==> src/sv/cti_ram.sv <==
// Generic single-write, single-read RAM with registered read data.
`default_nettype none
module cti_ram #(
	parameter int WIDTH = 64,
	parameter int DEPTH = 64
) (
	input  wire logic                     clk,
	input  wire logic                     we,
	input  wire logic [$clog2(DEPTH)-1:0] waddr,
	input  wire logic [WIDTH-1:0]         wdata,
	input  wire logic [$clog2(DEPTH)-1:0] raddr,
	output logic [WIDTH-1:0]              rdata
);
	logic [WIDTH-1:0] mem_q [DEPTH];

	always_ff @(posedge clk) begin
		if (we) begin
			mem_q[waddr] <= wdata;
		end
		rdata <= mem_q[raddr];
	end
endmodule
`default_nettype wire

==> config.mk <==
export PLATFORM = sky130hd
export DESIGN_NAME = cti_ram
export DESIGN_NICKNAME = d
export VERILOG_FILES = /design/src/sv/cti_ram.sv
export SDC_FILE = /design/constraint.sdc
export NUM_CORES = 2
export LEC_CHECK = 0
export BUFFER_PORTS_ARGS = -buffer_cell sky130_fd_sc_hd__buf_2
export CELL_PAD_IN_SITES_DETAIL_PLACEMENT = 1
export CELL_PAD_IN_SITES_GLOBAL_PLACEMENT = 1
export CORE_MARGIN = 1.5
export CORE_UTILIZATION = 30
export CTS_CLUSTER_DIAMETER = 100
export DETAILED_ROUTE_END_ITERATION = 10
export PLACE_DENSITY_LB_ADDON = 0.08
export RECOVER_POWER = 25
export SYNTH_ARGS = -nofsm -noshare
export SYNTH_HDL_FRONTEND = slang
export SYNTH_SLANG_ARGS = --single-unit
==> constraint.sdc <==
create_clock -name clk -period 7.1 [get_ports clk]
set_input_delay 0.71 -clock clk [delete_from_list [all_inputs] [get_ports clk]]
set_output_delay 0.71 -clock clk [all_outputs]
set_load 0.03 [all_outputs]
# --- Yosys cells after proc, flatten, opt, wreduce, memory -nomap -nowiden ---
# Memory sizes are Yosys's and may differ from the RTL's. A register that Yosys moved wholly into a read port is not among the register bits.
# Index checks and enable logic that the tools add are counted.
# Widths: inputs -> output; s select.
op_classes:
  mux: 2
op_table:
  columns: ["cell", "n"]
  rows:
  - ["$mux 1", 2]
word_totals:
  regBits: 0
  mem_bits_rw: 4096
  inputBits: 78
  out_inout_bits: 64
  word_cells: 3
  n_memories: 1
memory_table:
  columns: ["name", "depth", "word_bits", "rd", "rd_clocked_by_memory_dff", "wr", "line", "text"]
  rows:
  - ["mem_q", 64, 64, 1, 1, 1, "14", "logic [WIDTH-1:0] mem_q [DEPTH];"]

# --- Longest topological paths before layout ---
logic_depth:
  depth_word: 2
  ltp_mapped: 9
  ltp_nobuf: 5

# --- Worst setup path before layout ---
# No wires, ideal clock.
synth_timing:
  path_type: "input-to-reg"
  from: "input waddr[3]"
  to: "memory mem_q[48][0], enable pin"
  setup_ns: 0.564
  t_arrival_ns: 5.582
  required_ns: 6.536
  setup_slack_ns: 0.954
  path_stages: 4
  path_buffers: 1
  cell_sequence: "clkbuf_1 nor2b_1 nand4b_1 nor3_1"
synth_lines:
  columns: ["item", "line", "text"]
  rows:
  - ["from (decl)", "9", "input wire logic [$clog2(DEPTH)-1:0] waddr,"]
  - ["to (decl)", "14", null]
# No word-level cell before the write port.

==> out/metrics.cfg <==
[run_status]
violations=max-capacitance violations, max-slew violations
status=finished with violations

[clocking]
cts_max_path_buffers=4
cts_tree=built
cts.sink_count=4160
cts_root_buf=clkbuf_16
clk_latency_ns=1.02
post_cts.repair.setup_buffers=0
cts_htree_levels=5
numCtsBuffers=470
cts.hold.buffers_added=0
ctsResizeCount=0
cts.clk_slew.worst_paths_ns=0.06

[floorplanning]
die-area_um2=526000
io_pins=142
die_x_um=725
row_count=264
die_y_um=725
core-area_um2=518000
initial_core_util=0.302

[drt]
drc_errors=0
via_per_inst=5.16
post_drt_wl_per_cell_um=36.1
num_vias=74245
first_iter_violations=6704
dr.pass1.iters=6
routed_wl_um=520000
final_antenna_net_count=0

[pwr]
power.density_nw_per_um2=294
swShare=0.221
pwr-share-seq=0.513
pwr-share-clk=0.440
switchingPower_uw=11800
max-vdd-ir-drop_v=0.000213
p_leak_uw=0.0556
combinationalPowerShare=0.047
p_int_uw=41600

[logic_synthesis]
synthAdderAreaFrac=0
synthTopCellsByArea=edfxtp_1 79%, mux4_2 15%, mux2i_1 0.86%
seq_area_frac_synth=0.795
ys_ff_latch=4160
synth_nets=6676
synth_cell_types=33
ys.flop_type=edfxtp_1
yosysTopAreaCellShare=0.787
yosysWarnings=0
synth-simple-area-share=0.0124
synth_enable_flop_cells=4096
synth_xor_area_frac=0
netlist_instances=6598
synth_top_family_by_area=multiplexers
synth_compound_area_frac=0.0248
yosys.area.top_type=edfxtp_1
syn_area_per_cell_um2=23.7
synth_area_um2=156000
async_reset_ff_frac=0
synthMuxAreaShare=0.156

[setup_path]
cp.required_ns=7.92
arrival_ns=4.19
worstPathMaxFanout=32
worstReg2RegStart=mem_q[13][42]
r2r-end=rdata[42]
critPathLaunchType=input pin
end_kind=flop
r2r_slack_ns=4.96
cpPeakStageDelay_ns=0.95
crit_type=input pin to flop
r2r_cells=5
cp_slowest_cell=and2_4
crit_chain=buf_2 > and2_4 > buf_4 > a22o_1 > nor2_1 > a211oi_1

[final_layout]
nets=7146
syn2layout_area_growth_pct=16.2
layout-drive-gt1-share=0.279
fillers=49673

[global_routing]
antenna_found_initial=55
grt-ovfl-total=0
grt_pass1_wl_um=708000
grt_pass1_vias=79765
grt_max_degree=102
grt.total_usage=0.195

[sta]
holdWs_ns=0.192
rsz0062_at_grt=false
setup_violations=0
worst_slew_pin_slew_ns=3.24
postLayoutSetupSlackWorst_ns=3.73
max_freq_mhz=297
setup_tns_ns=0
slew_headroom=-1.16
skew_ns=0.0490
post-route-period-util=0.475
finalHoldViolCount=0
slew_violations=2925
min_period_ns=3.37

[hold_path]
hold_start=waddr[2]
whs_path_depth=2
hold_end=mem_q[48][32]
hp-class=input pin to flop

[job]
maxCapViolations=45

[place]
dp_hpwl_um=277000
place.port_buffers=141
gp_congestion=0.723
preCtsSetupSlack_ns=2.52

==> layout make-up <==
type	count	area [µm²]	share of cell area
inverters	19	71.3	0.000393
multi-input cells	2049	30800	0.169
clock inverters	252	2110	0.0116
flip-flops and latches	4160	124000	0.684
repair buffers	368	3120	0.0172
clock buffers	617	12600	0.0696
well taps	6916	8650	0.0476
diodes	15	37.5	0.000207
==> synthesized netlist by cell type, types with 34 or more instances <==
cell type / count
clkbuf_1: 140
a22oi_1: 168
mux4_2: 1024
buf_4: 34
o221ai_1: 38
and3_1: 64
nor2_1: 112
dfxtp_1: 64
nand3_1: 45
mux2i_1: 135
nand2_1: 58
buf_2: 170
a22o_1: 88
a211oi_1: 63
o22ai_1: 83
edfxtp_1: 4096
==> through the flow <==
stage / instances / instance area (µm²) / utilization / total power (µW)
floorplan: 6598 / 156000 / - / 29100
finish: 14396 / 182000 / 0.351 / 53400
global placement: 13512 / 167000 / 0.322 / 30400
CTS: 14381 / 182000 / 0.351 / 54100
detailed placement: 13512 / 167000 / 0.322 / 30500
global route: 14383 / 182000 / 0.351 / 55100
==> power groups by stage <==
stage	clock (µW)	combinational [µW]	sequential, µW
2_1_floorplan	0	1270	27900
3_3_place_gp	0	2560	27900
3_5_place_dp	0	2600	27900
4_1_cts	24200	2600	27400
5_1_grt	25000	2690	27400
6_report	23500	2510	27400
==> state kept, by name, indices dropped and copies added (netlist names) <==
signal and cells:
mem_q 4096, rdata 64
==> logic make-up after synthesis <==
kind of cell | Yosys count
buffers and inverters | 389
DFF | 4160
and+or+nand+nor | 386
AOI/OAI and AO/OA | 504
muxes | 1159
==> cells in the final DEF, fill, tap and decap left out, drive strengths merged, types with 38 or more instances in the layout <==
cell type and instances:
a211oi 63, a22o 88, a22oi 168, and3 64, buf 323, clkbuf 662, clkinv 207, dfxtp 64
edfxtp 4096, mux2i 135, mux4 1024, nand2 58, nand3 45, nor2 112, o221ai 38, o22ai 83
==> worst max-delay path: cells and delay by family <==
kind	cells	cell delay, ns
buffers and inverters	2	1.38
AO/OA/AOI/OAI	2	0.88
AND/OR/NAND/NOR	2	1.05
==> layer usage <==
layer,up-vias,part of all wire,track usage
li1,29545,-,-
met1,42402,0.44,0.270
met2,1712,0.50,0.333
met3,578,0.040,0.0235
met4,8,0.019,0.0360
met5,-,0.00011,0
==> how the worst max path moves through the flow <==
stage              from           end  slack (ns)
3_3_place_gp   raddr[3]      rdata[1]        2.51
4_1_cts        raddr[3]      rdata[1]        3.66
6_report       raddr[3]      rdata[4]        3.73
2_1_floorplan  waddr[3]  mem_q[48][0]        0.95
3_5_place_dp   raddr[3]      rdata[1]        2.52
5_1_grt        raddr[3]      rdata[1]        3.63
Note: power is estimated with default switching activity, not from simulation.
